$ cat config.mk
export PLATFORM = sky130hd
export DESIGN_NAME = oneshot_periodic_timer_table_top
export DESIGN_NICKNAME = d
export VERILOG_FILES = /design/src/sv/optt_pkg.sv /design/src/sv/oneshot_periodic_timer_table_top.sv
export SDC_FILE = /design/constraint.sdc
export NUM_CORES = 1
export LEC_CHECK = 0
export BUFFER_PORTS_ARGS = -buffer_cell sky130_fd_sc_hd__buf_4
export CELL_PAD_IN_SITES_DETAIL_PLACEMENT = 1
export CELL_PAD_IN_SITES_GLOBAL_PLACEMENT = 1
export CORE_UTILIZATION = 41
export CTS_BUF_LIST = sky130_fd_sc_hd__clkbuf_8 sky130_fd_sc_hd__clkbuf_16
export DETAILED_ROUTE_END_ITERATION = 8
export PLACE_DENSITY_LB_ADDON = 0.08
export SYNTH_ARGS = -nofsm -noshare
export SYNTH_HDL_FRONTEND = slang
export SYNTH_SLANG_ARGS = --single-unit
$ cat constraint.sdc
create_clock -name i_clk -period 6.7 [get_ports i_clk]
set_input_delay 2.01 -clock i_clk [delete_from_list [all_inputs] [get_ports i_clk]]
set_output_delay 2.01 -clock i_clk [all_outputs]
set_load 0.005 [all_outputs]
$ cat src/sv/optt_pkg.sv
`default_nettype none
// ----------------------------------------------------------------------------
// optt_pkg: shared definitions of the timer slot table
// Function and status codes, field widths, defaults and the control state type.
// ----------------------------------------------------------------------------
package optt_pkg;

    localparam int SLOTS_DEF    = 16;
    localparam int MAX_REPORTS  = 16;
    localparam int CNT_W        = 5;
    localparam int DELAY_W      = 24;
    localparam int WAIT_W       = 16;
    localparam int ID_W         = 4;
    localparam int FUNC_W       = 2;
    localparam int STAT_W       = 2;

    localparam logic [WAIT_W-1:0] DEFAULT_WAIT = 16'd1000;

    localparam logic [FUNC_W-1:0] FUNC_TICK   = 2'd0;
    localparam logic [FUNC_W-1:0] FUNC_ARM    = 2'd1;
    localparam logic [FUNC_W-1:0] FUNC_CANCEL = 2'd2;
    localparam logic [FUNC_W-1:0] FUNC_NOP    = 2'd3;

    localparam logic [STAT_W-1:0] STAT_OK       = 2'd0;
    localparam logic [STAT_W-1:0] STAT_FULL     = 2'd1;
    localparam logic [STAT_W-1:0] STAT_INACTIVE = 2'd2;

    typedef enum logic [2:0] {
        S_IDLE = 3'b001,
        S_RUN  = 3'b010,
        S_FIN  = 3'b100
    } t_state;

endpackage
`default_nettype wire

$ cat src/sv/oneshot_periodic_timer_table_top.sv
`default_nettype none
// ----------------------------------------------------------------------------
// oneshot_periodic_timer_table_top: one-shot and periodic millisecond timers
// Arms, cancels and ticks a table of timer slots held in one synchronous RAM.
//
//   Port group     Direction  Handshake               Content
//   command        in         start / busy            func, cancel_id, delay_ms, periodic
//   result         out        o_result_valid strobe   slot_id, status, fired, next_wait, last
//   configuration  in         i_cfg_we                max_wait
//
// Every command sweeps all slots through the slot RAM, one read per cycle with a
// write-back in the cycle after each read; busy stays high for the whole sweep, and
// a new command is accepted only while busy is low.
// Results of a tick stream out during the sweep; the final beat follows it.
// Reset is synchronous; the RAM contents are not cleared, since the active
// flags (flip-flops, cleared by reset) gate every read of an entry.
// The receiver cannot stall the result beats.
// ----------------------------------------------------------------------------
module oneshot_periodic_timer_table_top #(
    parameter int SLOTS = optt_pkg::SLOTS_DEF
) (
    input  wire logic                          i_clk,
    input  wire logic                          i_rst_n,
    input  wire logic                          start,
    output logic                               busy,
    input  wire logic [optt_pkg::FUNC_W-1:0]   i_func,
    input  wire logic [optt_pkg::ID_W-1:0]     i_cancel_id,
    input  wire logic [optt_pkg::DELAY_W-1:0]  i_delay_ms,
    input  wire logic                          i_periodic,
    input  wire logic                          i_cfg_we,
    input  wire logic [optt_pkg::WAIT_W-1:0]   i_cfg_wdata,
    output logic                               o_result_valid,
    output logic [optt_pkg::ID_W-1:0]          o_slot_id,
    output logic [optt_pkg::STAT_W-1:0]        o_status,
    output logic                               o_fired,
    output logic [optt_pkg::WAIT_W-1:0]        o_next_wait,
    output logic                               o_last
);
    import optt_pkg::*;

    localparam int IW = (SLOTS > 1) ? $clog2(SLOTS) : 1;
    localparam int TW = ((IW > ID_W) ? IW : ID_W) + 1;
    localparam int MW = 2 * DELAY_W;

    // Slot RAM: {period, remaining} per slot.
    logic [MW-1:0]      mem [SLOTS];

    t_state             r_state;
    logic [SLOTS-1:0]   r_active;
    logic [SLOTS-1:0]   r_repeats;
    logic [WAIT_W-1:0]  r_max_wait;
    logic               r_rd_en;
    logic [IW-1:0]      r_rd_idx;
    logic               r_b_valid;
    logic [IW-1:0]      r_b_idx;
    logic [MW-1:0]      r_rd_data;
    logic               r_pend;
    logic [ID_W-1:0]    r_pend_id;
    logic [CNT_W-1:0]   r_cnt;
    logic [FUNC_W-1:0]  r_func;
    logic [ID_W-1:0]    r_res_slot;
    logic [STAT_W-1:0]  r_res_status;
    logic [WAIT_W-1:0]  r_min;
    logic               r_out_valid;
    logic [ID_W-1:0]    r_out_slot;
    logic [STAT_W-1:0]  r_out_status;
    logic               r_out_fired;
    logic [WAIT_W-1:0]  r_out_wait;
    logic               r_out_last;

    logic               w_accept;
    logic [IW-1:0]      w_free_idx;
    logic               w_full;
    logic [TW-1:0]      w_tid_ext;
    logic [IW-1:0]      w_tid_idx;
    logic               w_tid_ok;
    logic               w_tick;
    logic               w_b_act;
    logic [DELAY_W-1:0] w_rem;
    logic [DELAY_W-1:0] w_per;
    logic [DELAY_W-1:0] w_dec;
    logic               w_expire;
    logic [DELAY_W-1:0] w_new_rem;
    logic               w_keep;
    logic [DELAY_W-1:0] w_cand;
    logic               w_min_upd;
    logic               w_take;
    logic               w_emit_b;
    logic               w_b_last;
    logic               w_we;
    logic [IW-1:0]      w_waddr;
    logic [MW-1:0]      w_wdata;

    assign busy     = (r_state != S_IDLE);
    assign w_accept = start && !busy;

    // Lowest free slot for arming.
    always_comb begin
        w_free_idx = '0;
        w_full     = 1'b1;
        for (int i = SLOTS - 1; i >= 0; i--) begin
            if (!r_active[i]) begin
                w_free_idx = IW'(i);
                w_full     = 1'b0;
            end
        end
    end

    assign w_tid_ext = TW'(i_cancel_id);
    assign w_tid_idx = w_tid_ext[IW-1:0];
    assign w_tid_ok  = (w_tid_ext < TW'(SLOTS)) && r_active[w_tid_idx];

    // Second stage of the sweep: the entry read in the previous cycle.
    assign w_tick    = (r_func == FUNC_TICK);
    assign w_b_act   = r_active[r_b_idx];
    assign w_rem     = r_rd_data[DELAY_W-1:0];
    assign w_per     = r_rd_data[MW-1:DELAY_W];
    assign w_dec     = (w_rem == '0) ? '0 : w_rem - DELAY_W'(1);
    assign w_expire  = r_b_valid && w_tick && w_b_act && (w_dec == '0);
    assign w_new_rem = w_expire ? (r_repeats[r_b_idx] ? w_per : '0) : w_dec;
    assign w_keep    = w_b_act && !(w_expire && !r_repeats[r_b_idx]);
    assign w_cand    = w_tick ? w_new_rem : w_rem;
    assign w_min_upd = r_b_valid && w_keep && (w_cand < DELAY_W'(r_min));
    assign w_take    = w_expire && (r_cnt < CNT_W'(MAX_REPORTS));
    assign w_emit_b  = w_take && r_pend;
    assign w_b_last  = r_b_valid && (r_b_idx == IW'(SLOTS - 1));

    // One write port: the arm at accept, otherwise the tick write-back.
    always_comb begin
        if (w_accept && (i_func == FUNC_ARM)) begin
            w_we    = !w_full;
            w_waddr = w_free_idx;
            w_wdata = {i_delay_ms, i_delay_ms};
        end else begin
            w_we    = r_b_valid && w_tick && w_b_act;
            w_waddr = r_b_idx;
            w_wdata = {w_per, w_new_rem};
        end
    end

    always_ff @(posedge i_clk) begin
        if (w_we) begin
            mem[w_waddr] <= w_wdata;
        end
        if (r_rd_en) begin
            r_rd_data <= mem[r_rd_idx];
        end
    end

    // Control state.
    always_ff @(posedge i_clk) begin
        if (!i_rst_n) begin
            r_state     <= S_IDLE;
            r_active    <= '0;
            r_repeats   <= '0;
            r_max_wait  <= DEFAULT_WAIT;
            r_rd_en     <= 1'b0;
            r_rd_idx    <= '0;
            r_b_valid   <= 1'b0;
            r_b_idx     <= '0;
            r_pend      <= 1'b0;
            r_cnt       <= '0;
            r_out_valid <= 1'b0;
        end else begin
            if (i_cfg_we) begin
                r_max_wait <= i_cfg_wdata;
            end
            r_out_valid <= w_emit_b || (r_state == S_FIN);
            case (r_state)
                S_IDLE: begin
                    if (w_accept) begin
                        r_state  <= S_RUN;
                        r_rd_en  <= 1'b1;
                        r_rd_idx <= '0;
                        r_pend   <= 1'b0;
                        r_cnt    <= '0;
                        if ((i_func == FUNC_ARM) && !w_full) begin
                            r_active[w_free_idx]  <= 1'b1;
                            r_repeats[w_free_idx] <= i_periodic;
                        end
                        if ((i_func == FUNC_CANCEL) && w_tid_ok) begin
                            r_active[w_tid_idx]  <= 1'b0;
                            r_repeats[w_tid_idx] <= 1'b0;
                        end
                    end
                end
                S_RUN: begin
                    r_b_valid <= r_rd_en;
                    r_b_idx   <= r_rd_idx;
                    if (r_rd_en) begin
                        if (r_rd_idx == IW'(SLOTS - 1)) begin
                            r_rd_en <= 1'b0;
                        end else begin
                            r_rd_idx <= r_rd_idx + IW'(1);
                        end
                    end
                    if (w_expire && !r_repeats[r_b_idx]) begin
                        r_active[r_b_idx] <= 1'b0;
                    end
                    if (w_take) begin
                        r_pend <= 1'b1;
                        r_cnt  <= r_cnt + CNT_W'(1);
                    end
                    if (w_b_last) begin
                        r_state <= S_FIN;
                    end
                end
                S_FIN: begin
                    r_b_valid <= 1'b0;
                    r_state   <= S_IDLE;
                end
                default: begin
                    r_state <= S_IDLE;
                end
            endcase
        end
    end

    // Command latches, running minimum and result payload.
    always_ff @(posedge i_clk) begin
        if (w_accept) begin
            r_func <= i_func;
            r_min  <= r_max_wait;
            case (i_func)
                FUNC_ARM: begin
                    r_res_slot   <= w_full ? '0 : ID_W'(w_free_idx);
                    r_res_status <= w_full ? STAT_FULL : STAT_OK;
                end
                FUNC_CANCEL: begin
                    r_res_slot   <= i_cancel_id;
                    r_res_status <= w_tid_ok ? STAT_OK : STAT_INACTIVE;
                end
                default: begin
                    r_res_slot   <= '0;
                    r_res_status <= STAT_OK;
                end
            endcase
        end
        if ((r_state == S_RUN) && w_min_upd) begin
            r_min <= WAIT_W'(w_cand);
        end
        if ((r_state == S_RUN) && w_take) begin
            r_pend_id <= ID_W'(r_b_idx);
        end
        if ((r_state == S_RUN) && w_emit_b) begin
            // An earlier expiry is released once a later one is known.
            r_out_slot   <= r_pend_id;
            r_out_status <= STAT_OK;
            r_out_fired  <= 1'b1;
            r_out_wait   <= '0;
            r_out_last   <= 1'b0;
        end else if (r_state == S_FIN) begin
            r_out_wait <= r_min;
            r_out_last <= 1'b1;
            if (r_func == FUNC_TICK) begin
                r_out_slot   <= r_pend ? r_pend_id : '0;
                r_out_status <= STAT_OK;
                r_out_fired  <= r_pend;
            end else begin
                r_out_slot   <= r_res_slot;
                r_out_status <= r_res_status;
                r_out_fired  <= 1'b0;
            end
        end
    end

    assign o_result_valid = r_out_valid;
    assign o_slot_id      = r_out_slot;
    assign o_status       = r_out_status;
    assign o_fired        = r_out_fired;
    assign o_next_wait    = r_out_wait;
    assign o_last         = r_out_last;

    a_cnt_bound: assert property (@(posedge i_clk) disable iff (!i_rst_n)
        r_cnt <= CNT_W'(MAX_REPORTS))
        else $error("expiry report count exceeds its limit");

    a_accept_busy: assert property (@(posedge i_clk) disable iff (!i_rst_n)
        w_accept |=> busy)
        else $error("accepted command did not raise busy");

    a_mid_fired: assert property (@(posedge i_clk) disable iff (!i_rst_n)
        (o_result_valid && !o_last) |-> (o_fired && (o_status == STAT_OK)))
        else $error("non-final beat is not an expiry report");

    a_sweep_in_run: assert property (@(posedge i_clk) disable iff (!i_rst_n)
        r_b_valid |-> (r_state == S_RUN))
        else $error("slot write-back outside the sweep");

    a_fin_result: assert property (@(posedge i_clk) disable iff (!i_rst_n)
        (r_state == S_FIN) |=> (o_result_valid && o_last && !busy))
        else $error("final beat missing after the sweep");

endmodule
`default_nettype wire
==> flow_metrics.py, run 1 <==
metrics = {
    "status": {
        "status": "completed",
    },
    "cts": {
        "clk_latency_ns": 0.70,
        "clock-root-buffer": "clkbuf_16",
        "cts_tree": "done",
        "post-cts-setup-buffers": 0,
        "clkTransAtPathRegs_ns": 0.06,
        "cts.sinks": 936,
        "h-tree-depth": 3,
        "cts_buffers": 101,
        "clk_path_buf_depth": 3,
    },
    "timing": {
        "slew_viol_final": 0,
        "finalSetupTns_ns": 0,
        "hold_viol": 0,
        "setup_viol": 0,
        "slew_headroom_pct": 9.95,
        "finalCritPeriodShare_pct": 91.5,
        "finalClockSkew_ns": 0.0333,
        "min_period_ns": 6.13,
        "tightestPinTransition_ns": 1.34,
        "fmax_mhz": 163,
        "rsz0062_at_grt": "false",
    },
    "setup_path": {
        "start_kind": "register",
        "worstSetupPathType": "reg2reg",
        "worstSetupStartpoint": "r_rd_data[0]$_DFFE_PP_",
        "reg2reg_from": "r_rd_data[0]$_DFFE_PP_",
        "cp_max_fo": 12,
        "cp.required_ns": 7.13,
        "arrival_ns": 6.56,
        "cp-end-kind": "register",
    },
    "finish": {
        "nFillCells": 8713,
        "final_cell_mix": "edfxtp_1 (848), mux4_2 (253), nand2_1 (203), buf_4 (140), clkbuf_16 (102)",
        "syn_to_final_growth_pct": 15.2,
        "multiInputGateArea_um2": 10800,
        "fin_area_um2": 44400,
        "nNetsFinal": 2408,
        "final_common_cell": "edfxtp_1",
        "drive_gt1_share_pct": 26.1,
        "n_antenna_cell": 0,
        "regArea_um2": 27200,
        "fin_cells": 3673,
    },
    "global_routing": {
        "grt_max_degree": 133,
        "grt_util_met1_pct": 34.3,
        "antenna_found_initial": 2,
        "grt_pass1_wl_um": 160000,
        "overflow": 0,
        "top_usage_layer": "met2",
        "gr-usage-met2_pct": 37.5,
        "first_global_vias": 22200,
        "gr-usage-met3_pct": 3.77,
        "grt_use_total_pct": 23.6,
    },
    "placed_design": {
        "hpwl_um": 66600,
        "postPlaceCellArea_um2": 41200,
        "io_buffer_count": 76,
        "gp_congestion": 0.880,
        "dp.cells": 3487,
    },
    "yosys": {
        "yosysUniqueCellTypes": 73,
        "yosys_warnings": 0,
        "synth_edf_count": 848,
        "synth_nets": 2280,
        "ys_seq_area_share_pct": 70.6,
        "synthArstFlopShare_pct": 0,
        "syn_inst": 2209,
        "synth_area_um2": 38600,
        "ys.flop_type": "edfxtp_1",
        "syn_area_per_cell_um2": 17.5,
        "synth-seq-cells": 936,
    },
    "power": {
        "total_power_mw": 12.4,
        "p_per_area_nw_per_um2": 279,
        "p_leak_nw": 14.0,
        "irDropWorstVdd_mv": 0.225,
    },
    "die": {
        "die_y_um": 309,
        "start_util_pct": 41.4,
        "die_area_um2": 95300,
        "die_x_um": 309,
        "coreArea_um2": 93200,
        "rows": 112,
        "ioPinCount": 77,
    },
    "detailed_routing": {
        "firstDrtPassIters": 8,
        "wirelength_um": 111000,
        "ant_nets": 0,
        "vias": 21300,
        "avgRoutedWirePerCell_um": 30.3,
        "drcViolationCount": 0,
        "avgViaCountPerCell": 5.80,
        "drt_iter0_markers": 1786,
    },
    "hold_path": {
        "hold_class": "reg2reg",
        "min_from": "o_next_wait[1]$_SDFFE_PP0P_",
    },
    "job": {
        "drv_cap": 0,
    },
}
[flip-flops by register name, indices dropped and copies added (netlist names), 5 cells and up]
register	cells
mem	768
o_next_wait	16
r_repeats	16
r_cnt	5
r_active	16
r_min	16
r_rd_data	48
r_max_wait	16
[cells in the mapped netlist (20+ instances only)]
| master | n | share of area (%) |
|---|---|---|
| inv_1 | 42 | 0.41 |
| mux4_2 | 253 | 15 |
| mux2_2 | 21 | 0.61 |
| buf_1 | 24 | 0.23 |
| a21oi_1 | 99 | 1.3 |
| nor2_1 | 101 | 0.98 |
| clkbuf_1 | 92 | 0.90 |
| o21ai_0 | 64 | 0.83 |
| edfxtp_1 | 848 | 66 |
| dfxtp_1 | 88 | 4.6 |
| ha_1 | 20 | 0.65 |
| nand2_1 | 205 | 2.0 |
| nand3_1 | 51 | 0.66 |
| nor3_1 | 22 | 0.29 |
| a31oi_1 | 25 | 0.41 |
| nand4_1 | 24 | 0.39 |
| mux2i_1 | 25 | 0.65 |
[power breakdown]
part | total (mW) | internal, mW | switching, mW
Sequential | 6.54 | 6.47 | 0.0672
Clock | 5.40 | 3.05 | 2.35
Combinational | 0.442 | 0.135 | 0.307
[critical path, cell delays in order, from the launching register on]
cell and delay (ns):
edfxtp_1 0.51, inv_1 0.15, ha_1 0.41, nor4b_2 0.32, nand4_1 0.27, o21ai_0 0.31
nand4_1 0.18, or4_4 0.62, a2111oi_4 0.50, buf_4 0.28, a21o_1 0.18, ha_1 0.18
o21ai_0 0.09, a221o_1 0.36, a211oi_1 0.33, a211o_1 0.18, o2111ai_1 0.13, nand4bb_2 0.25
buf_4 0.25, mux2_2 0.35
[logic make-up (layout without fill, tap and decap cells)]
logic type               count (synthesis)  count (layout)  share of synthesized area (%)
AND/OR/NAND/NOR                        468             468                           5.60
buffers and inverters                  176             386                           1.83
flip-flops                             936             936                           70.6
multiplexers                           299             299                           16.0
adder cells (fa/ha/maj)                 20              20                          0.649
AO/OA/AOI/OAI                          296             296                           4.97
XOR/XNOR                                14              14                          0.318
[metal layers]
layer  wire length, um  part of all wire [%]
met3              5800                   5.2
met1             50400                    45
met5                 0                     0
met4              2110                   1.9
met2             53000                    48
[per-stage QoR]
| step | util (%) | hold slack [ns] | setup WS (ns) |
|---|---|---|---|
| 2_1_floorplan | - | 0.403 | 0.799 |
| 3_3_place_gp | 44.2 | 0.443 | 0.473 |
| 3_5_place_dp | 44.2 | 0.456 | 0.268 |
| 4_1_cts | 47.6 | 0.465 | 0.255 |
| 5_1_grt | 47.7 | 0.483 | 0.128 |
| 6_report | 47.7 | 0.462 | 0.568 |
[worst paths after layout]
check	endpoint	slack (ns)	cells past startpoint
worst max-delay path	r_min[4]$_DFFE_PP_	0.57	19
worst min-delay path	o_next_wait[1]$_SDFFE_PP0P_	0.46	2
worst max register to register	r_min[4]$_DFFE_PP_	0.57	19
worst min register to register	o_next_wait[1]$_SDFFE_PP0P_	0.46	2
[timing repair]
action                                  4_1_cts  5_1_grt
endpoints found under the setup margin        0       16
hold buffers                                  0        0
gates resized for setup                       0        2
[cell type report]
cell class	instances	area share (%)
flip-flops and latches	936	61.3
multi-input cells	1097	24.3
clock buffers	102	5.75
well taps	1254	3.53
repair buffers	159	3.22
clock inverters	83	1.51
inverters	42	0.355
Power figures use the tool's default switching activity.
==> run 2, diff against run 1 <==
--- a/config.mk
+++ b/config.mk
@@ -5,12 +5,13 @@
 export SDC_FILE = /design/constraint.sdc
 export NUM_CORES = 1
 export LEC_CHECK = 0
-export BUFFER_PORTS_ARGS = -buffer_cell sky130_fd_sc_hd__buf_4
 export CELL_PAD_IN_SITES_DETAIL_PLACEMENT = 1
 export CELL_PAD_IN_SITES_GLOBAL_PLACEMENT = 1
+export CORE_ASPECT_RATIO = 2
 export CORE_UTILIZATION = 41
 export CTS_BUF_LIST = sky130_fd_sc_hd__clkbuf_8 sky130_fd_sc_hd__clkbuf_16
 export DETAILED_ROUTE_END_ITERATION = 8
+export DONT_BUFFER_PORTS = 1
 export PLACE_DENSITY_LB_ADDON = 0.08
 export SYNTH_ARGS = -nofsm -noshare
 export SYNTH_HDL_FRONTEND = slang
==> run 2 against run 1 <==
Net effect: sequential power about the same; first-iteration DRC count decreased by 3.2%; non-clock buffer count decreased by 83; via count decreased by 1.2%; clock skew increased by 0.0015 ns; power decreased by 2.4%; critical path depth increased by 1; die area about the same; utilization decreased by 1.0 points; global-route usage increased by 0.49 points; setup slack got worse by 0.11 ns.
==> flow_metrics.py, run 2 (synthesis results as in run 1) <==
metrics = {
    "detailed_routing": {
        "avgViaCountPerCell": 6.01,
        "wirelength_um": 112000,
        "drcViolationCount": 0,
        "ant_nets": 0,
        "firstDrtPassIters": 5,
        "drt_iter0_markers": 1728,
        "vias": 21100,
        "avgRoutedWirePerCell_um": 31.9,
    },
    "global_routing": {
        "grt_use_total_pct": 24.1,
        "antenna_found_initial": 0,
        "first_global_vias": 22900,
        "grt_pass1_wl_um": 163000,
        "overflow": 0,
        "grt_max_degree": 119,
    },
    "cts": {
        "cts.sinks": 936,
        "clk_latency_ns": 0.70,
        "holdBufCountCts": 0,
        "cts_buffers": 85,
        "cts_tree": "done",
        "clk_path_buf_depth": 3,
        "post-cts-setup-buffers": 0,
        "h-tree-depth": 3,
        "clock-root-buffer": "clkbuf_16",
        "clkTransAtPathRegs_ns": 0.07,
        "cts_resized": 0,
    },
    "power": {
        "p_per_area_nw_per_um2": 279,
        "switchingPower_mw": 2.63,
        "irDropWorstVdd_mv": 0.230,
        "clock_power_share_pct": 42.6,
        "swShare_pct": 21.7,
        "p_leak_nw": 13.4,
        "total_power_mw": 12.1,
        "comb_power_share_pct": 3.5,
        "power_frac_seq_pct": 53.9,
        "p_int_mw": 9.46,
    },
    "placed_design": {
        "hpwl_um": 67400,
        "dp.cells": 3351,
        "post-place-ws_ns": 0.435,
        "postPlaceCellArea_um2": 40400,
        "gp_congestion": 0.931,
        "io_buffer_count": 0,
    },
    "timing": {
        "slew_headroom_pct": 6.63,
        "slew_viol_final": 0,
        "setup_slack_ns": 0.457,
        "fmax_mhz": 160,
        "finalCritPeriodShare_pct": 93.2,
        "tightestPinTransition_ns": 1.40,
        "finalSetupTns_ns": 0,
        "finalClockSkew_ns": 0.0348,
        "min_period_ns": 6.24,
        "hold_viol": 0,
        "rsz0062_at_grt": "false",
        "setup_viol": 0,
    },
    "setup_path": {
        "start_kind": "register",
        "worstSetupStartpoint": "r_rd_data[0]$_DFFE_PP_",
        "crit_path_end": "r_min[4]$_DFFE_PP_",
        "cp_max_fo": 16,
        "reg2reg_from": "r_rd_data[0]$_DFFE_PP_",
        "cp-end-kind": "register",
        "rr_worst_depth": 20,
        "cp.required_ns": 7.03,
        "worstSetupPathType": "reg2reg",
        "reg2reg_to": "r_min[4]$_DFFE_PP_",
        "arrival_ns": 6.57,
        "worst-r2r-setup-slack_ns": 0.46,
    },
    "finish": {
        "regMostFlops": "mem",
        "syn_to_final_growth_pct": 12.4,
        "largest_reg_flops": 768,
        "reg.largest.list": "mem x768, r_rd_data x48",
        "nNetsFinal": 2309,
        "final_cell_mix": "edfxtp_1 (848), mux4_2 (253), nand2_1 (204), a21oi_1 (99), clkbuf_16 (86)",
        "fin_area_um2": 43300,
        "regArea_um2": 27200,
        "multiInputGateArea_um2": 10800,
        "drive_gt1_share_pct": 23.5,
        "fin_cells": 3506,
        "final_common_cell": "edfxtp_1",
        "nFillCells": 8743,
        "n_antenna_cell": 0,
    },
    "die": {
        "die_area_um2": 95400,
        "coreArea_um2": 92900,
        "rows": 158,
        "start_util_pct": 41.5,
        "die_x_um": 219,
        "ioPinCount": 77,
        "die_y_um": 436,
    },
    "job": {
        "drv_cap": 0,
    },
    "status": {
        "status": "completed",
    },
    "hold_path": {
        "hold_class": "reg2reg",
    },
}
## run 2: power by group through the flow
stage	logic [mW]	clock network [mW]	registers, mW
5_1_grt	0.459	5.44	6.52
3_3_place_gp	0.411	0	6.64
6_report	0.418	5.15	6.52
4_1_cts	0.426	5.28	6.52
2_1_floorplan	0.254	0	6.62
3_5_place_dp	0.426	0	6.64
## run 2: layout make-up
type | count | share of cell area [%]
clock buffers | 89 | 5.06
well taps | 1200 | 3.46
repair buffers | 76 | 1.69
clock inverters | 66 | 1.71
inverters | 42 | 0.364
multi-input cells | 1097 | 24.9
flip-flops and latches | 936 | 62.8
## run 2: worst max-delay path, cell delays in order, from the launching register on
cell and delay (ns):
edfxtp_1 0.50, inv_1 0.15, ha_1 0.15, buf_4 0.16
nor4b_2 0.40, nand4_1 0.35, o21ai_0 0.34, nand4_1 0.21
or4_4 0.62, a2111oi_4 0.39, buf_4 0.27, a21o_1 0.18
ha_1 0.25, a21o_1 0.18, a21o_1 0.17, a21oi_1 0.21
a211oi_1 0.17, a211o_1 0.32, o2111ai_1 0.11, nand4bb_1 0.17
nand2_1 0.58
## run 2: how the worst min path moves through the flow
stage	endpoint	from	cells past startpoint
finish	r_repeats[1]$_SDFFE_PN0P_	r_repeats[1]$_SDFFE_PN0P_	2
global route	r_repeats[1]$_SDFFE_PN0P_	r_repeats[1]$_SDFFE_PN0P_	2
CTS	r_repeats[1]$_SDFFE_PN0P_	r_repeats[1]$_SDFFE_PN0P_	2
detailed placement	r_repeats[1]$_SDFFE_PN0P_	r_repeats[1]$_SDFFE_PN0P_	2
global placement	r_repeats[1]$_SDFFE_PN0P_	r_repeats[1]$_SDFFE_PN0P_	2
floorplan	r_pend_id[1]$_DFFE_PP_	r_b_idx[1]$_SDFFE_PN0P_	0
## run 2: metrics by stage
stage	utilization [%]	hold WS [ns]
5_1_grt	46.7	0.487
3_3_place_gp	43.5	0.444
4_1_cts	46.7	0.475
3_5_place_dp	43.5	0.466
6_report	46.7	0.475
2_1_floorplan	-	0.403
## run 2: metal layers
layer | vias up | share of wire [%] | global-route usage (%)
met5 | - | 0 | 0
met4 | 0 | 3.1 | 8.40
met3 | 186 | 3.9 | 3.31
met2 | 523 | 54 | 43.8
met1 | 11400 | 39 | 28.9
li1 | 8925 | - | -
==> run 3, diff against run 2 <==
--- a/config.mk
+++ b/config.mk
@@ -8,7 +8,7 @@
 export CELL_PAD_IN_SITES_DETAIL_PLACEMENT = 1
 export CELL_PAD_IN_SITES_GLOBAL_PLACEMENT = 1
 export CORE_ASPECT_RATIO = 2
-export CORE_UTILIZATION = 41
+export CORE_UTILIZATION = 40
 export CTS_BUF_LIST = sky130_fd_sc_hd__clkbuf_8 sky130_fd_sc_hd__clkbuf_16
 export DETAILED_ROUTE_END_ITERATION = 8
 export DONT_BUFFER_PORTS = 1
==> run 3 against run 2 <==
Net effect: non-clock buffer count grew 22; final cell count grew 1.1%; setup slack gained 0.19 ns; fmax grew 3.2%; critical path depth grew 1; sequential share of layout area shrank 0.27 points; combinational power grew 4.8%; worst hold slack lost 0.0011 ns; critical endpoint is now r_min[3]$_DFFE_PP_; highest routed layer is now met5.
==> flow_metrics.py, run 3 (synthesis results as in run 1) <==
metrics = {
    "status": {
        "status": "completed",
    },
    "die": {
        "die_y_um": 441,
        "die_area_um2": 97700,
        "start_util_pct": 40.5,
        "die_x_um": 222,
        "rows": 160,
        "ioPinCount": 77,
        "coreArea_um2": 95300,
    },
    "setup_path": {
        "max_stage_delay_ns": 0.62,
        "worstSetupStartpoint": "r_rd_data[0]$_DFFE_PP_",
        "cp.required_ns": 7.08,
        "worstSetupPathType": "reg2reg",
        "cp-end-kind": "register",
        "reg2reg_from": "r_rd_data[0]$_DFFE_PP_",
        "crit_path_end": "r_min[3]$_DFFE_PP_",
        "arrival_ns": 6.43,
        "cp_max_fo": 17,
        "worst-r2r-setup-slack_ns": 0.65,
        "rr_worst_depth": 21,
        "slowest_stage": "or4_4",
        "path_cells": "inv_1, ha_1, nor4b_2, nand4_1, o21ai_0, nand4_1, or4_4, a2111oi_4, buf_4, a21o_1, ha_1, a21o_1, a21o_1, a21oi_1, a211oi_1, a211o_1, o2111ai_1, nand4bb_1, buf_4, nand2_1, buf_4",
        "reg2reg_to": "r_min[3]$_DFFE_PP_",
        "start_kind": "register",
    },
    "timing": {
        "finalSetupTns_ns": 0,
        "slew_viol_final": 0,
        "setup_viol": 0,
        "fmax_mhz": 165,
        "min_period_ns": 6.05,
        "rsz0062_at_grt": "false",
        "slew_headroom_pct": 7.08,
        "hold_viol": 0,
        "finalClockSkew_ns": 0.0313,
        "tightestPinTransition_ns": 1.39,
        "finalCritPeriodShare_pct": 90.3,
    },
    "power": {
        "switchingPower_mw": 2.62,
        "power_frac_seq_pct": 53.6,
        "swShare_pct": 21.6,
        "total_power_mw": 12.1,
        "p_per_area_nw_per_um2": 279,
        "comb_power_share_pct": 3.6,
        "irDropWorstVdd_mv": 0.203,
        "p_leak_nw": 13.5,
        "clock_power_share_pct": 42.8,
        "p_int_mw": 9.52,
    },
    "finish": {
        "regMostFlops": "mem",
        "final_cell_mix": "edfxtp_1 (848), mux4_2 (253), nand2_1 (204), a21oi_1 (99), clkbuf_16 (88)",
        "syn_to_final_growth_pct": 12.9,
        "nNetsFinal": 2333,
        "final_common_cell": "edfxtp_1",
        "reg.largest.list": "mem x768, r_rd_data x48",
        "largest_reg_flops": 768,
        "drive_gt1_share_pct": 23.8,
        "fin_cells": 3545,
        "nFillCells": 8988,
    },
    "placed_design": {
        "io_buffer_count": 0,
        "hpwl_um": 72900,
        "dp.cells": 3383,
        "gp_congestion": 0.904,
    },
    "detailed_routing": {
        "firstDrtPassIters": 5,
        "drt_iter0_markers": 1690,
        "drcViolationCount": 0,
        "ant_nets": 0,
        "avgViaCountPerCell": 5.98,
        "wirelength_um": 116000,
        "vias": 21200,
        "avgRoutedWirePerCell_um": 32.8,
    },
    "global_routing": {
        "grt_use_total_pct": 24.3,
        "antenna_found_initial": 1,
        "first_global_vias": 23000,
        "overflow": 0,
        "grt_max_degree": 97,
        "grt_pass1_wl_um": 169000,
    },
    "cts": {
        "h-tree-depth": 3,
        "cts.sinks": 936,
        "clk_path_buf_depth": 3,
        "holdBufCountCts": 0,
        "clk_latency_ns": 0.69,
        "clock-root-buffer": "clkbuf_16",
        "cts_buffers": 87,
        "cts_tree": "done",
        "clkTransAtPathRegs_ns": 0.06,
    },
    "hold_path": {
        "hold_class": "reg2reg",
    },
    "job": {
        "drv_cap": 0,
    },
}
## run 3: changes by cell type in the layout (fill, tap and decap cells not counted), sizes merged
cell,delta
buf,+22
bufinv,+2
clkbuf,-1
clkinv,-10
clkinvlp,+2
diode,+2
inv,+7
## run 3: power by group through the flow
stage	registers [mW]	logic, mW	clock network [mW]
detailed placement	6.64	0.442	0
finish	6.51	0.438	5.20
CTS	6.51	0.443	5.32
global route	6.51	0.477	5.49
floorplan	6.62	0.254	0
global placement	6.64	0.429	0
## run 3: area by class of cell
| cell class | count | area [um^2] | share of cell area [%] |
|---|---|---|---|
| well taps | 1215 | 1520 | 3.49 |
| inverters | 42 | 158 | 0.362 |
| clock inverters | 67 | 718 | 1.65 |
| repair buffers | 98 | 902 | 2.07 |
| flip-flops and latches | 936 | 27200 | 62.6 |
| clock buffers | 88 | 2200 | 5.06 |
| multi-input cells | 1097 | 10800 | 24.8 |
| diodes | 2 | 5.00 | 0.0115 |
## run 3: stage by stage
| stage | worst slack (ns) | util [%] | hold WS [ns] | area (um^2) |
|---|---|---|---|---|
| floorplan | 0.799 | - | 0.403 | 38600 |
| global placement | 0.408 | 42.6 | 0.452 | 40600 |
| detailed placement | 0.250 | 42.6 | 0.466 | 40600 |
| CTS | 0.227 | 45.6 | 0.473 | 43500 |
| global route | 0.208 | 45.7 | 0.496 | 43500 |
| finish | 0.651 | 45.7 | 0.474 | 43500 |
## run 3: worst max-delay path, delay by kind of cell (launching register included)
family	cells	cell delay, ns
compound gates	9	2.12
fa+ha+maj	2	0.51
simple gates	6	1.72
buf+inv	4	0.85
flops	1	0.52
## run 3: repair_timing
item	in CTS	in global routing
resized for setup	0	1
setup endpoints to repair	0	30
setup buffers	0	4
## run 3: how the worst min path moves through the flow
stage / cells past startpoint / start / slack (ns) / end
after floorplan: 0 / r_b_idx[1]$_SDFFE_PN0P_ / 0.40 / r_pend_id[1]$_DFFE_PP_
after global placement: 2 / r_repeats[1]$_SDFFE_PN0P_ / 0.45 / r_repeats[1]$_SDFFE_PN0P_
after detailed placement: 2 / r_repeats[1]$_SDFFE_PN0P_ / 0.47 / r_repeats[1]$_SDFFE_PN0P_
after global routing: 2 / r_repeats[1]$_SDFFE_PN0P_ / 0.50 / r_repeats[1]$_SDFFE_PN0P_
after CTS: 2 / r_repeats[1]$_SDFFE_PN0P_ / 0.47 / r_repeats[1]$_SDFFE_PN0P_
final: 2 / o_next_wait[12]$_SDFFE_PP0P_ / 0.47 / o_next_wait[12]$_SDFFE_PP0P_
## run 3: per-layer routing
layer	up-vias	track usage, %	part of all wire [%]
li1	8984	-	-
met1	11500	27.8	38
met2	553	45.5	54
met3	218	3.19	3.8
met4	2	10.4	4.4
met5	-	0	0.010
